==> src/design/ctt_pkg.sv <==
// ----------------------------------------------------------------------------
// ctt_pkg
// Shared types, character codes and helper functions of the text tokenizer.
// ----------------------------------------------------------------------------
package ctt_pkg;

  localparam int LINE_BITS  = 24;
  localparam int QDEPTH     = 2;
  localparam int QPTR_BITS  = $clog2(QDEPTH);
  localparam int QCNT_BITS  = $clog2(QDEPTH + 1);

  localparam logic [7:0] CH_LF    = 8'h0A;
  localparam logic [7:0] CH_SPACE = 8'h20;
  localparam logic [7:0] CH_QUOTE = 8'h22;
  localparam logic [7:0] CH_HASH  = 8'h23;
  localparam logic [7:0] CH_PLUS  = 8'h2B;
  localparam logic [7:0] CH_MINUS = 8'h2D;
  localparam logic [7:0] CH_DOT   = 8'h2E;
  localparam logic [7:0] CH_GT    = 8'h3E;
  localparam logic [7:0] CH_UE    = 8'h45;
  localparam logic [7:0] CH_US    = 8'h5F;
  localparam logic [7:0] CH_LE    = 8'h65;

  typedef enum logic [3:0] {
    MODE_BLANK,
    MODE_LOOK,
    MODE_HASH,
    MODE_HASHGT,
    MODE_COMMENT,
    MODE_IDENT,
    MODE_NUMBER,
    MODE_STRING
  } mode_t;

  typedef enum logic [3:0] {
    TK_EOF    = 4'd0,
    TK_IDENT  = 4'd1,
    TK_STRING = 4'd2,
    TK_NUMBER = 4'd3,
    TK_LPAREN = 4'd4,
    TK_RPAREN = 4'd5,
    TK_LBRACK = 4'd6,
    TK_RBRACK = 4'd7,
    TK_LBRACE = 4'd8,
    TK_RBRACE = 4'd9,
    TK_LANGLE = 4'd10,
    TK_RANGLE = 4'd11
  } tkind_t;

  typedef struct packed {
    tkind_t     kind;
    logic       has_char;
    logic [7:0] ch;
    logic       first;
    logic       done;
    logic       last;
  } result_t;

  typedef struct packed {
    logic                 two;
    logic [LINE_BITS-1:0] line;
    result_t              r1;
    result_t              r0;
  } entry_t;

  function automatic logic is_letter(input logic [7:0] c);
    return ((c >= 8'h41) && (c <= 8'h5A)) || ((c >= 8'h61) && (c <= 8'h7A));
  endfunction

  function automatic logic is_digit(input logic [7:0] c);
    return (c >= 8'h30) && (c <= 8'h39);
  endfunction

  function automatic tkind_t bracket_kind(input logic [7:0] c);
    tkind_t k;
    case (c)
      8'h28:   k = TK_LPAREN;
      8'h29:   k = TK_RPAREN;
      8'h5B:   k = TK_LBRACK;
      8'h5D:   k = TK_RBRACK;
      8'h7B:   k = TK_LBRACE;
      8'h7D:   k = TK_RBRACE;
      8'h3C:   k = TK_LANGLE;
      8'h3E:   k = TK_RANGLE;
      default: k = TK_EOF;
    endcase
    return k;
  endfunction

  function automatic result_t mk_res(input tkind_t kind, input logic has_char,
                                     input logic [7:0] ch, input logic first,
                                     input logic done);
    result_t r;
    r.kind     = kind;
    r.has_char = has_char;
    r.ch       = has_char ? ch : 8'h00;
    r.first    = first;
    r.done     = done;
    r.last     = 1'b0;
    return r;
  endfunction

endpackage

==> src/design/ctt_lexer.sv <==
// ----------------------------------------------------------------------------
// ctt_lexer
// Lexer mode, line counter and per-transaction result decode.
// ----------------------------------------------------------------------------
module ctt_lexer (
  input  logic            clk,
  input  logic            rst_n,
  input  logic            accept,
  input  logic            kind,
  input  logic [7:0]      text_byte,
  output logic            push,
  output ctt_pkg::entry_t entry
);

  ctt_pkg::mode_t                 mode_r, mode_nxt;
  logic                           pend_r, pend_nxt;
  logic [ctt_pkg::LINE_BITS-1:0]  line_r, line_nxt;

  ctt_pkg::tkind_t  bk;
  logic             st_emit;
  ctt_pkg::result_t st_res;
  ctt_pkg::mode_t   st_mode;
  logic             st_setp;
  logic             is_blank;
  logic             is_lf;
  logic             ident_ch;
  logic             num_ch;

  logic             bump;
  logic             e0_v, e1_v;
  ctt_pkg::result_t r0, r1;

  assign is_blank = (text_byte <= ctt_pkg::CH_SPACE);
  assign is_lf    = (text_byte == ctt_pkg::CH_LF);
  assign ident_ch = ctt_pkg::is_letter(text_byte) || ctt_pkg::is_digit(text_byte) ||
                    (text_byte == ctt_pkg::CH_MINUS) || (text_byte == ctt_pkg::CH_DOT) ||
                    (text_byte == ctt_pkg::CH_US);
  assign num_ch   = ctt_pkg::is_digit(text_byte) || (text_byte == ctt_pkg::CH_DOT) ||
                    (text_byte == ctt_pkg::CH_PLUS) || (text_byte == ctt_pkg::CH_MINUS) ||
                    (text_byte == ctt_pkg::CH_LE) || (text_byte == ctt_pkg::CH_UE);

  // token start decode for a non-blank byte
  always_comb begin
    bk      = ctt_pkg::bracket_kind(text_byte);
    st_emit = 1'b0;
    st_setp = 1'b0;
    st_mode = ctt_pkg::MODE_LOOK;
    st_res  = ctt_pkg::mk_res(bk, 1'b1, text_byte, 1'b1, 1'b1);
    if (bk != ctt_pkg::TK_EOF) begin
      st_emit = 1'b1;
    end else if (ctt_pkg::is_letter(text_byte)) begin
      st_emit = 1'b1;
      st_res  = ctt_pkg::mk_res(ctt_pkg::TK_IDENT, 1'b1, text_byte, 1'b1, 1'b0);
      st_mode = ctt_pkg::MODE_IDENT;
    end else if (text_byte == ctt_pkg::CH_QUOTE) begin
      st_setp = 1'b1;
      st_mode = ctt_pkg::MODE_STRING;
    end else if (ctt_pkg::is_digit(text_byte) || (text_byte == ctt_pkg::CH_PLUS) ||
                 (text_byte == ctt_pkg::CH_MINUS)) begin
      st_emit = 1'b1;
      st_res  = ctt_pkg::mk_res(ctt_pkg::TK_NUMBER, 1'b1, text_byte, 1'b1, 1'b0);
      st_mode = ctt_pkg::MODE_NUMBER;
    end
  end

  always_comb begin
    mode_nxt = mode_r;
    pend_nxt = pend_r;
    bump     = 1'b0;
    e0_v     = 1'b0;
    e1_v     = 1'b0;
    r0       = st_res;
    r1       = ctt_pkg::mk_res(ctt_pkg::TK_EOF, 1'b0, 8'h00, 1'b1, 1'b1);
    if (kind) begin
      case (mode_r)
        ctt_pkg::MODE_HASH, ctt_pkg::MODE_HASHGT, ctt_pkg::MODE_COMMENT: begin
          bump = 1'b1;
          e0_v = 1'b1;
          r0   = r1;
        end
        ctt_pkg::MODE_IDENT: begin
          e0_v = 1'b1;
          e1_v = 1'b1;
          r0   = ctt_pkg::mk_res(ctt_pkg::TK_IDENT, 1'b0, 8'h00, 1'b0, 1'b1);
        end
        ctt_pkg::MODE_NUMBER: begin
          e0_v = 1'b1;
          e1_v = 1'b1;
          r0   = ctt_pkg::mk_res(ctt_pkg::TK_NUMBER, 1'b0, 8'h00, 1'b0, 1'b1);
        end
        ctt_pkg::MODE_STRING: begin
          e0_v = 1'b1;
          e1_v = 1'b1;
          r0   = ctt_pkg::mk_res(ctt_pkg::TK_STRING, 1'b0, 8'h00, pend_r, 1'b1);
        end
        default: begin
          e0_v = 1'b1;
          r0   = r1;
        end
      endcase
      pend_nxt = 1'b0;
      mode_nxt = ctt_pkg::MODE_BLANK;
    end else begin
      case (mode_r)
        ctt_pkg::MODE_BLANK: begin
          bump = is_lf;
          if (text_byte == ctt_pkg::CH_HASH) begin
            mode_nxt = ctt_pkg::MODE_HASH;
          end else if (!is_blank) begin
            e0_v     = st_emit;
            mode_nxt = st_mode;
            pend_nxt = pend_r | st_setp;
          end
        end
        ctt_pkg::MODE_HASH, ctt_pkg::MODE_HASHGT, ctt_pkg::MODE_COMMENT: begin
          if ((mode_r != ctt_pkg::MODE_COMMENT) && (text_byte == ctt_pkg::CH_GT)) begin
            mode_nxt = (mode_r == ctt_pkg::MODE_HASH) ? ctt_pkg::MODE_HASHGT
                                                      : ctt_pkg::MODE_BLANK;
          end else if (is_lf) begin
            bump     = 1'b1;
            mode_nxt = ctt_pkg::MODE_BLANK;
          end else begin
            mode_nxt = ctt_pkg::MODE_COMMENT;
          end
        end
        ctt_pkg::MODE_IDENT, ctt_pkg::MODE_NUMBER: begin
          e0_v = 1'b1;
          if ((mode_r == ctt_pkg::MODE_IDENT) ? ident_ch : num_ch) begin
            r0 = ctt_pkg::mk_res((mode_r == ctt_pkg::MODE_IDENT) ? ctt_pkg::TK_IDENT
                                                                 : ctt_pkg::TK_NUMBER,
                                 1'b1, text_byte, 1'b0, 1'b0);
          end else begin
            r0       = ctt_pkg::mk_res((mode_r == ctt_pkg::MODE_IDENT) ? ctt_pkg::TK_IDENT
                                                                       : ctt_pkg::TK_NUMBER,
                                       1'b0, 8'h00, 1'b0, 1'b1);
            r1       = st_res;
            e1_v     = !is_blank && st_emit;
            bump     = is_lf;
            mode_nxt = is_blank ? ctt_pkg::MODE_BLANK : st_mode;
            pend_nxt = pend_r | (!is_blank && st_setp);
          end
        end
        ctt_pkg::MODE_STRING: begin
          e0_v     = 1'b1;
          pend_nxt = 1'b0;
          if (text_byte == ctt_pkg::CH_QUOTE) begin
            r0       = ctt_pkg::mk_res(ctt_pkg::TK_STRING, 1'b0, 8'h00, pend_r, 1'b1);
            mode_nxt = ctt_pkg::MODE_LOOK;
          end else begin
            r0   = ctt_pkg::mk_res(ctt_pkg::TK_STRING, 1'b1, text_byte, pend_r, 1'b0);
            bump = is_lf;
          end
        end
        default: begin
          bump     = is_lf;
          e0_v     = !is_blank && st_emit;
          mode_nxt = is_blank ? ctt_pkg::MODE_BLANK : st_mode;
          pend_nxt = pend_r | (!is_blank && st_setp);
        end
      endcase
    end
    r0.last = !e1_v;
    r1.last = 1'b1;
  end

  assign line_nxt = (bump && (line_r != {ctt_pkg::LINE_BITS{1'b1}}))
                  ? line_r + {{(ctt_pkg::LINE_BITS-1){1'b0}}, 1'b1} : line_r;

  always_ff @(posedge clk) begin
    if (!rst_n) begin
      mode_r <= ctt_pkg::MODE_BLANK;
      pend_r <= 1'b0;
      line_r <= {{(ctt_pkg::LINE_BITS-1){1'b0}}, 1'b1};
    end else if (accept) begin
      mode_r <= mode_nxt;
      pend_r <= pend_nxt;
      line_r <= line_nxt;
    end
  end

  assign push       = e0_v;
  assign entry.two  = e1_v;
  assign entry.line = line_nxt;
  assign entry.r0   = r0;
  assign entry.r1   = r1;

endmodule

==> src/design/ctt_result_queue.sv <==
// ----------------------------------------------------------------------------
// ctt_result_queue
// Two-entry queue of transaction result pairs, one result a cycle on out_ready.
// ----------------------------------------------------------------------------
module ctt_result_queue (
  input  logic                          clk,
  input  logic                          rst_n,
  input  logic                          push,
  input  ctt_pkg::entry_t               push_entry,
  output logic                          ready,
  output logic                          out_valid,
  input  logic                          out_ready,
  output ctt_pkg::result_t              out_res,
  output logic [ctt_pkg::LINE_BITS-1:0] out_line
);

  ctt_pkg::entry_t                mem_r [ctt_pkg::QDEPTH];
  logic [ctt_pkg::QPTR_BITS-1:0]  wr_r, rd_r;
  logic [ctt_pkg::QCNT_BITS-1:0]  cnt_r, cnt_nxt;
  logic                           sub_r;
  ctt_pkg::entry_t                head;
  logic                           xfer;
  logic                           pop;

  assign head      = mem_r[rd_r];
  assign ready     = (cnt_r < ctt_pkg::QCNT_BITS'(ctt_pkg::QDEPTH));
  assign out_valid = (cnt_r != '0);
  assign out_res   = sub_r ? head.r1 : head.r0;
  assign out_line  = head.line;
  assign xfer      = out_valid && out_ready;
  assign pop       = xfer && (sub_r || !head.two);

  always_comb begin
    cnt_nxt = cnt_r;
    if (push && !pop) begin
      cnt_nxt = cnt_r + 1'b1;
    end else if (!push && pop) begin
      cnt_nxt = cnt_r - 1'b1;
    end
  end

  always_ff @(posedge clk) begin
    if (push) begin
      mem_r[wr_r] <= push_entry;
    end
  end

  always_ff @(posedge clk) begin
    if (!rst_n) begin
      wr_r  <= '0;
      rd_r  <= '0;
      cnt_r <= '0;
      sub_r <= 1'b0;
    end else begin
      cnt_r <= cnt_nxt;
      if (push) begin
        wr_r <= wr_r + 1'b1;
      end
      if (pop) begin
        rd_r <= rd_r + 1'b1;
      end
      if (xfer) begin
        sub_r <= !pop;
      end
    end
  end

endmodule

==> src/design/config_text_tokenizer_unit.sv <==
// Results of an accepted transaction are registered in the queue, then offered.
// One input per cycle if out_ready is high and each input yields one result or none;
// an input that yields two results sends them in turn from one queue entry.
// A two-entry result queue decouples the sides; input ready depends on its fill only.
// Reset (rst_n low, synchronous): blank mode, line count 1, queue empty.
// ----------------------------------------------------------------------------
// config_text_tokenizer_unit
// Streaming tokenizer for configuration text, one byte or end of file per
// transaction, emitting token characters with kind, first and done marks.
// ----------------------------------------------------------------------------
module config_text_tokenizer_unit (
  input  logic                          clk,
  input  logic                          rst_n,
  input  logic                          in_valid,
  output logic                          in_ready,
  input  logic                          in_kind,
  input  logic [7:0]                    in_text_byte,
  output logic                          out_valid,
  input  logic                          out_ready,
  output logic [3:0]                    out_token_kind,
  output logic                          out_has_char,
  output logic [7:0]                    out_token_char,
  output logic                          out_token_first,
  output logic                          out_token_done,
  output logic [ctt_pkg::LINE_BITS-1:0] out_line_number,
  output logic                          out_last_result
);

  logic             accept;
  logic             push;
  ctt_pkg::entry_t  entry;
  ctt_pkg::result_t res;

  assign accept = in_valid && in_ready;

  ctt_lexer u_lexer (
    .clk       (clk),
    .rst_n     (rst_n),
    .accept    (accept),
    .kind      (in_kind),
    .text_byte (in_text_byte),
    .push      (push),
    .entry     (entry)
  );

  ctt_result_queue u_queue (
    .clk        (clk),
    .rst_n      (rst_n),
    .push       (accept && push),
    .push_entry (entry),
    .ready      (in_ready),
    .out_valid  (out_valid),
    .out_ready  (out_ready),
    .out_res    (res),
    .out_line   (out_line_number)
  );

  assign out_token_kind  = 4'(res.kind);
  assign out_has_char    = res.has_char;
  assign out_token_char  = res.ch;
  assign out_token_first = res.first;
  assign out_token_done  = res.done;
  assign out_last_result = res.last;

endmodule

==> config.mk <==
export PLATFORM = sky130hd
export DESIGN_NAME = config_text_tokenizer_unit
export DESIGN_NICKNAME = d
export VERILOG_FILES = /design/src/design/ctt_pkg.sv /design/src/design/ctt_lexer.sv /design/src/design/ctt_result_queue.sv /design/src/design/config_text_tokenizer_unit.sv
export SDC_FILE = /design/constraint.sdc
export NUM_CORES = 1
export LEC_CHECK = 0
export BUFFER_PORTS_ARGS = -buffer_cell sky130_fd_sc_hd__buf_2
export CAP_MARGIN = 10
export CORE_ASPECT_RATIO = 1.25
export CORE_MARGIN = 2
export CORE_UTILIZATION = 60
export CTS_CLUSTER_DIAMETER = 150
export DETAILED_ROUTE_END_ITERATION = 16
export PLACE_DENSITY = 0.77
export SLEW_MARGIN = 20
export SYNTH_ARGS = -nofsm -noshare
export SYNTH_HDL_FRONTEND = slang
export SYNTH_HIERARCHICAL = 1
export SYNTH_SLANG_ARGS = --single-unit
==> constraint.sdc <==
create_clock -name clk -period 7.7 [get_ports clk]
set_input_delay 1.54 -clock clk [delete_from_list [all_inputs] [get_ports clk]]
set_output_delay 1.54 -clock clk [all_outputs]
set_load 0.02 [all_outputs]
# ---- After elaboration in Yosys (flattened, before gate mapping)
# Memories as Yosys holds them, arrays and structs flattened. A register that Yosys moved wholly into a read port is not among the register bits.
# Cells that the tools add are included.
# Widths: inputs -> output; s select.
dict set report totals {
  ff_bits 34
  mem_count 1
  ramBits 112
  elab_cells 158
  output_inout_bits 42
  inputBits 13
}
dict set report classes {
  bitwise_logic 2
  n_lt_le_gt_ge 8
  add_sub_neg 5
  muxes 64
  eq_ne 31
  n_reduce_logical 40
}
# name depth word_bits read_ports rd_clocked_by_memory_dff write_ports line_no
set mem_list {}
lappend mem_list {u_queue.mem_r 2 56 1 1 1 ctt_result_queue.sv:17} ;# ctt_pkg::entry_t mem_r [ctt_pkg::QDEPTH];
# cell count
set ops {}
lappend ops {{$mux 16} 9}
lappend ops {{$eq 8x6->1 const B} 9}
lappend ops {{$eq 8x7->1 const B} 7}
lappend ops {{$pmux 14 s3} 1}
lappend ops {{$mux 4} 10}
lappend ops {{$pmux 16 s2} 1}
lappend ops {{$pmux 4 s8} 1}
lappend ops {{$mux 1} 29}
lappend ops {{$add 24x1->24 const B} 1}
lappend ops {{$mux 12} 2}
lappend ops {{$mux 24} 1}
lappend ops {{$ne 24x24->1 const B} 1}
lappend ops {{$eq 4x3->1 const B} 4}
lappend ops {{$ge 8x7->1 const B} 2}
lappend ops {{$le 8x6->1 const B} 2}
lappend ops {{$le 8x7->1 const B} 2}
lappend ops {{$pmux 4 s4} 1}
lappend ops {{$logic_and 1x1->1} 13}
lappend ops {{$logic_or 1x1->1} 13}
lappend ops {{$ne 3x3->1 const B} 3}
lappend ops {{$eq 4x2->1 const B} 2}
lappend ops {{$eq 8x4->1 const B} 1}
lappend ops {{$ge 8x6->1 const B} 1}
lappend ops {{$mux 2} 4}
lappend ops {{20 further kinds} 30}

# ---- Longest topological paths before layout
dict set report logic_depth {
  word_depth 17
  mapped_depth 13
  mapped_depth_nobuf 11
}

# ---- By module
# The synthesis kept the hierarchy.
# module n_inst cells_each area_per_inst_um2 seq_area_each_um2
set modules_own_cells {}
lappend modules_own_cells {ctt_result_queue 1 192 4390.5 3543.4}
lappend modules_own_cells {ctt_lexer 1 386 2855.2 560.5}
lappend modules_own_cells {config_text_tokenizer_unit 1 2 12.5 0.0}

# ---- Worst setup path after synthesis
# Ideal clock, no wire load.
dict set report synth_timing {
  path_kind {input to register}
  from {input port in_text_byte[6]}
  to {memory u_queue/mem_r[0][0] (netlist name), enable pin}
  t_required_ns 7.221
  path_slack_ns 1.586
  setup_ns 0.479
  t_arrival_ns 5.635
  n_path_buf 1
  path_stages 9
  cell_sequence {clkbuf_1 or3b_1 or2_1 o221ai_1 nand3b_1 a21oi_1 o21ai_0 and3_1 nor2b_1}
}
dict set report synth_via {
  elab_chain_cells 15
  word_cells_on_any_way 40
  classes_between {order compare: 7; eq/ne: 12; mux: 11; reduce/logical: 10}
}
# item line_no
set synth_lines {}
lappend synth_lines {{start: declaration} config_text_tokenizer_unit.sv:17} ;# input logic [7:0] in_text_byte,
lappend synth_lines {{$ge 8x6->1 / $le 8x6->1 (equally long branches)} ctt_pkg.sv:71} ;# return (c >= 8'h30) && (c <= 8'h39);
lappend synth_lines {{$logic_and 1x1->1} ctt_pkg.sv:71}
lappend synth_lines {{$logic_or 1x1->1 (2 in a row)} ctt_lexer.sv:58} ;# end else if (ctt_pkg::is_digit(text_byte) || (text_byte == ctt_pkg::CH_PLUS) ||
lappend synth_lines {{$mux 1} ctt_lexer.sv:58}
lappend synth_lines {{$mux 1} ctt_lexer.sv:55} ;# end else if (text_byte == ctt_pkg::CH_QUOTE) begin
lappend synth_lines {{$mux 1} ctt_lexer.sv:51} ;# end else if (ctt_pkg::is_letter(text_byte)) begin
lappend synth_lines {{$mux 1} ctt_lexer.sv:49} ;# if (bk != ctt_pkg::TK_EOF) begin
lappend synth_lines {{$mux 1} ctt_lexer.sv:109} ;# end else if (!is_blank) begin
lappend synth_lines {{$mux 1} ctt_lexer.sv:107} ;# if (text_byte == ctt_pkg::CH_HASH) begin
lappend synth_lines {{$pmux 1 s3 *} ctt_lexer.sv:104} ;# case (mode_r)
lappend synth_lines {{$mux 1 *} ctt_lexer.sv:74} ;# if (kind) begin
lappend synth_lines {{named net push} config_text_tokenizer_unit.sv:30} ;# logic push;
lappend synth_lines {{$logic_and 1x1->1 *} config_text_tokenizer_unit.sv:49} ;# .push (accept && push),
lappend synth_lines {{$mux 1 *} ctt_result_queue.sv:43} ;# if (push) begin
lappend synth_lines {{$mux 1 (implied by the code) *} ctt_result_queue.sv:44} ;# mem_r[wr_r] <= push_entry;
lappend synth_lines {{end: declaration} ctt_result_queue.sv:17}
# Mark *: on every way through the listed nets, which the timed path passes. The rest lies on a longest branch.

# ---- Worst setup path in the final report
dict set report layout_timing {
  from {input port in_text_byte[5]}
  to {memory u_queue/mem_r[0][23] (netlist name), enable pin}
}
# Same word-level chain as after synthesis.

==> flow_summary.toml <==
[status]
status = "completed"

[sta]
drv_slew = 0
fmax_mhz = 219
tns_ns = 0
slew_headroom_pct = 47.2
hold_viol_final = 0
setup_viol = 0
fin_crit_ns = 4.57
rsz0062_at_grt = "false"
finalCritPeriodShare_pct = 59.3
skew_ns = 0.00550
worst_slew_pin_slew_ns = 0.791

[yosys]
yosysUniqueCellTypes = 73
muxShareOfSynthArea_pct = 10.9
ys_async_sr_fraction_pct = 0
syn_inst = 580
ys.flop_type = "edfxtp_1"
ys_seq_elements = 148
synth_top_family_by_area = "simple AND/OR/NAND/NOR gates"
avgSynthCellArea_um2 = 12.5
synth-edff-count = 114
synthSimpleGateAreaFrac_pct = 17.0
synth_compound_area_share_pct = 7.03
ys_seq_area_share_pct = 56.5
synth-adder-area-share_pct = 0.345
synth_xor_area_share_pct = 4.71
yosysWarnings = 6
syn_area_um2 = 7260

[clocking]
cts_sinks = 148
cts_buffers = 17
root_buffer = "clkbuf_16"
h-tree-depth = 4
clock_latency_ns = 0.41
hold_buffers = 0
cts_tree = "yes"
clockBufferDepth = 2
clk_pin_slew_ns = 0.06
post_cts_buffers = 0
ctsResizeCount = 0

[setup_path]
critical_path_required_ns = 7.76
worstPathArrival_ns = 4.63
worstSetupEndpointType = "flip-flop"
criticalPathCategory = "input pin to flip-flop"
ff2ff_setup_slack_ns = 4.74
crit_path_max_fanout = 33
cp-start-kind = "input pin"

[global_routing]
antenna_found_initial = 0
grt_pass1_vias = 4508
grt_pass1_wl_mm = 22.4
grt_usage_pct = 22.6
grt_overflow = 0
grt_max_degree = 58

[power]
ir_worst_vdd_v = 0.000155
cellPowerDensity_nw_per_um2 = 287
leakagePower_nw = 2.93
power.total_mw = 2.34

[floorplanning]
dieArea_um2 = 13000
rows = 44
die_y_um = 127
die_x_um = 102
start_util_pct = 61.9
core_um2 = 11700
num_io_pins = 55

[routing]
routed_wl_mm = 13.8
drt-initial-drc-count = 256
vias = 4602
vias_per_cell = 5.80
drc_errors = 0
first_pass_iters = 5
post_drt_wl_per_cell_um = 17.4
postRouteAntennaNets = 0

[place]
place_area_um2 = 7560
dp.cells = 762
io_buffers = 54
hpwl_mm = 9.58
routabilityCongestion = 0.905

[cells_and_area]
final_cell_area_um2 = 8150
syn_to_final_growth_pct = 12.3
fin_util_pct = 69.5
nets = 635
seqCellArea_um2 = 4110
num_antenna_cells = 0
layout-drive-gt1-share_pct = 23.9
num-fill-cells = 854
fin_cells = 794
multi_input_area_um2 = 2920

[worst_hold_path]
min_path_type = "flip-flop to flip-flop"

[job]
maxCapViolCount = 0
==> cell families (layout without fill, tap and decap cells) <==
logic type	Yosys count	in the layout
and+or+nand+nor	217	217
DFF	148	148
AOI/OAI and AO/OA	70	70
muxes	55	55
buffers and inverters	48	100
xor gates and xnor gates	39	39
adders and majority gates	2	2
other	1	2
==> metal layers <==
layer  up-vias  track usage [%]  part of all wire (%)
met5         -                0                     0
met3        23             3.83                   4.0
li1       2250                -                     -
met1      2214             27.3                    40
met4         0             8.94                   2.3
met2       115             39.9                    54
==> metrics by stage <==
step | setup slack [ns] | hold WS (ns)
after floorplan | 1.59 | 0.456
after global placement | 2.77 | 0.456
after detailed placement | 2.72 | 0.484
after CTS | 3.13 | 0.492
after global routing | 2.76 | 0.537
final | 3.13 | 0.489
==> critical path, cell delays in order <==
cell and delay, ns:
buf_2 0.20, or3b_1 0.40, or2_1 0.24, o221ai_1 0.33
nand3b_1 0.23, a21oi_1 0.09, o21ai_0 0.16, and3_1 0.26
nor2b_4 0.66, buf_4 0.51
==> report_power, final <==
| part | switching, mW | internal, mW | total [mW] |
|---|---|---|---|
| sequential | 0.0436 | 0.975 | 1.02 |
| combinational | 0.307 | 0.200 | 0.507 |
| clock | 0.327 | 0.489 | 0.816 |
| total | 0.677 | 1.66 | 2.34 |
==> cell usage in the layout, fill, tap and decap left out, types with 3 or more instances in the layout <==
| cell type | n |
|---|---|
| mux2_2 | 26 |
| xor2_1 | 23 |
| nand2_1 | 46 |
| or3_1 | 3 |
| clkbuf_16 | 17 |
| o21a_1 | 3 |
| nand3_1 | 16 |
| nor4_1 | 3 |
| nand3b_1 | 4 |
| nor2_1 | 25 |
| o311ai_0 | 5 |
| mux4_2 | 16 |
| a311oi_1 | 3 |
| nand2b_1 | 16 |
| or2_2 | 3 |
| nor2b_1 | 6 |
| o21ai_0 | 16 |
| edfxtp_1 | 114 |
| dfxtp_1 | 33 |
| mux2i_1 | 12 |
| o41ai_1 | 6 |
| inv_6 | 5 |
| a21oi_1 | 10 |
| a21o_1 | 3 |
| nor3b_1 | 5 |
| buf_4 | 3 |
| a22oi_1 | 3 |
| nor3_1 | 14 |
| and2_1 | 34 |
| nand4_1 | 11 |
| and3_1 | 6 |
| nand4b_1 | 3 |
| xnor2_1 | 16 |
| inv_1 | 10 |
| buf_2 | 54 |
| clkinvlp_4 | 4 |
==> Yosys cell counts, types with 14 or more instances <==
| cell type | count | area, um^2 |
|---|---|---|
| edfxtp_1 | 114 | 3420 |
| xor2_1 | 23 | 201 |
| nand2_1 | 46 | 173 |
| dfxtp_1 | 34 | 681 |
| clkbuf_1 | 16 | 60.1 |
| nand3_1 | 16 | 80.1 |
| mux2_2 | 26 | 293 |
| nor3_1 | 14 | 70.1 |
| nand2b_1 | 16 | 100 |
| xnor2_1 | 16 | 140 |
| and2_1 | 35 | 219 |
| nor2_1 | 25 | 93.8 |
| mux4_2 | 16 | 360 |
| o21ai_0 | 16 | 80.1 |
==> sequential cells by signal (all words and copies together), names as in the netlist, named ones only <==
register	flops
u_queue/mem_r	114
u_lexer/line_r	24
u_lexer/mode_r	3
u_queue/cnt_r	2
u_lexer/pend_r	1
u_queue/rd_r	1
u_queue/sub_r	1
u_queue/wr_r	1
==> worst paths after layout <==
check / depth (start not counted) / from / end
setup / recovery: 10 / in_text_byte[5] / u_queue/mem_r[0][23]
hold / removal: 2 / u_queue/rd_r / flip-flop
setup reg to reg: 6 / u_lexer/mode_r[1] / u_queue/mem_r[0][23]
hold reg to reg: 2 / u_queue/rd_r / flip-flop
==> final cells by class <==
cell class	count	area share [%]
tap	161	2.47
clock inverter	14	1.86
timing repair buffer	57	3.59
multi-input combinational	385	35.8
inverter	11	0.537
clock buffer	18	5.39
sequential	148	50.4
Power figures use the tool's default switching activity.
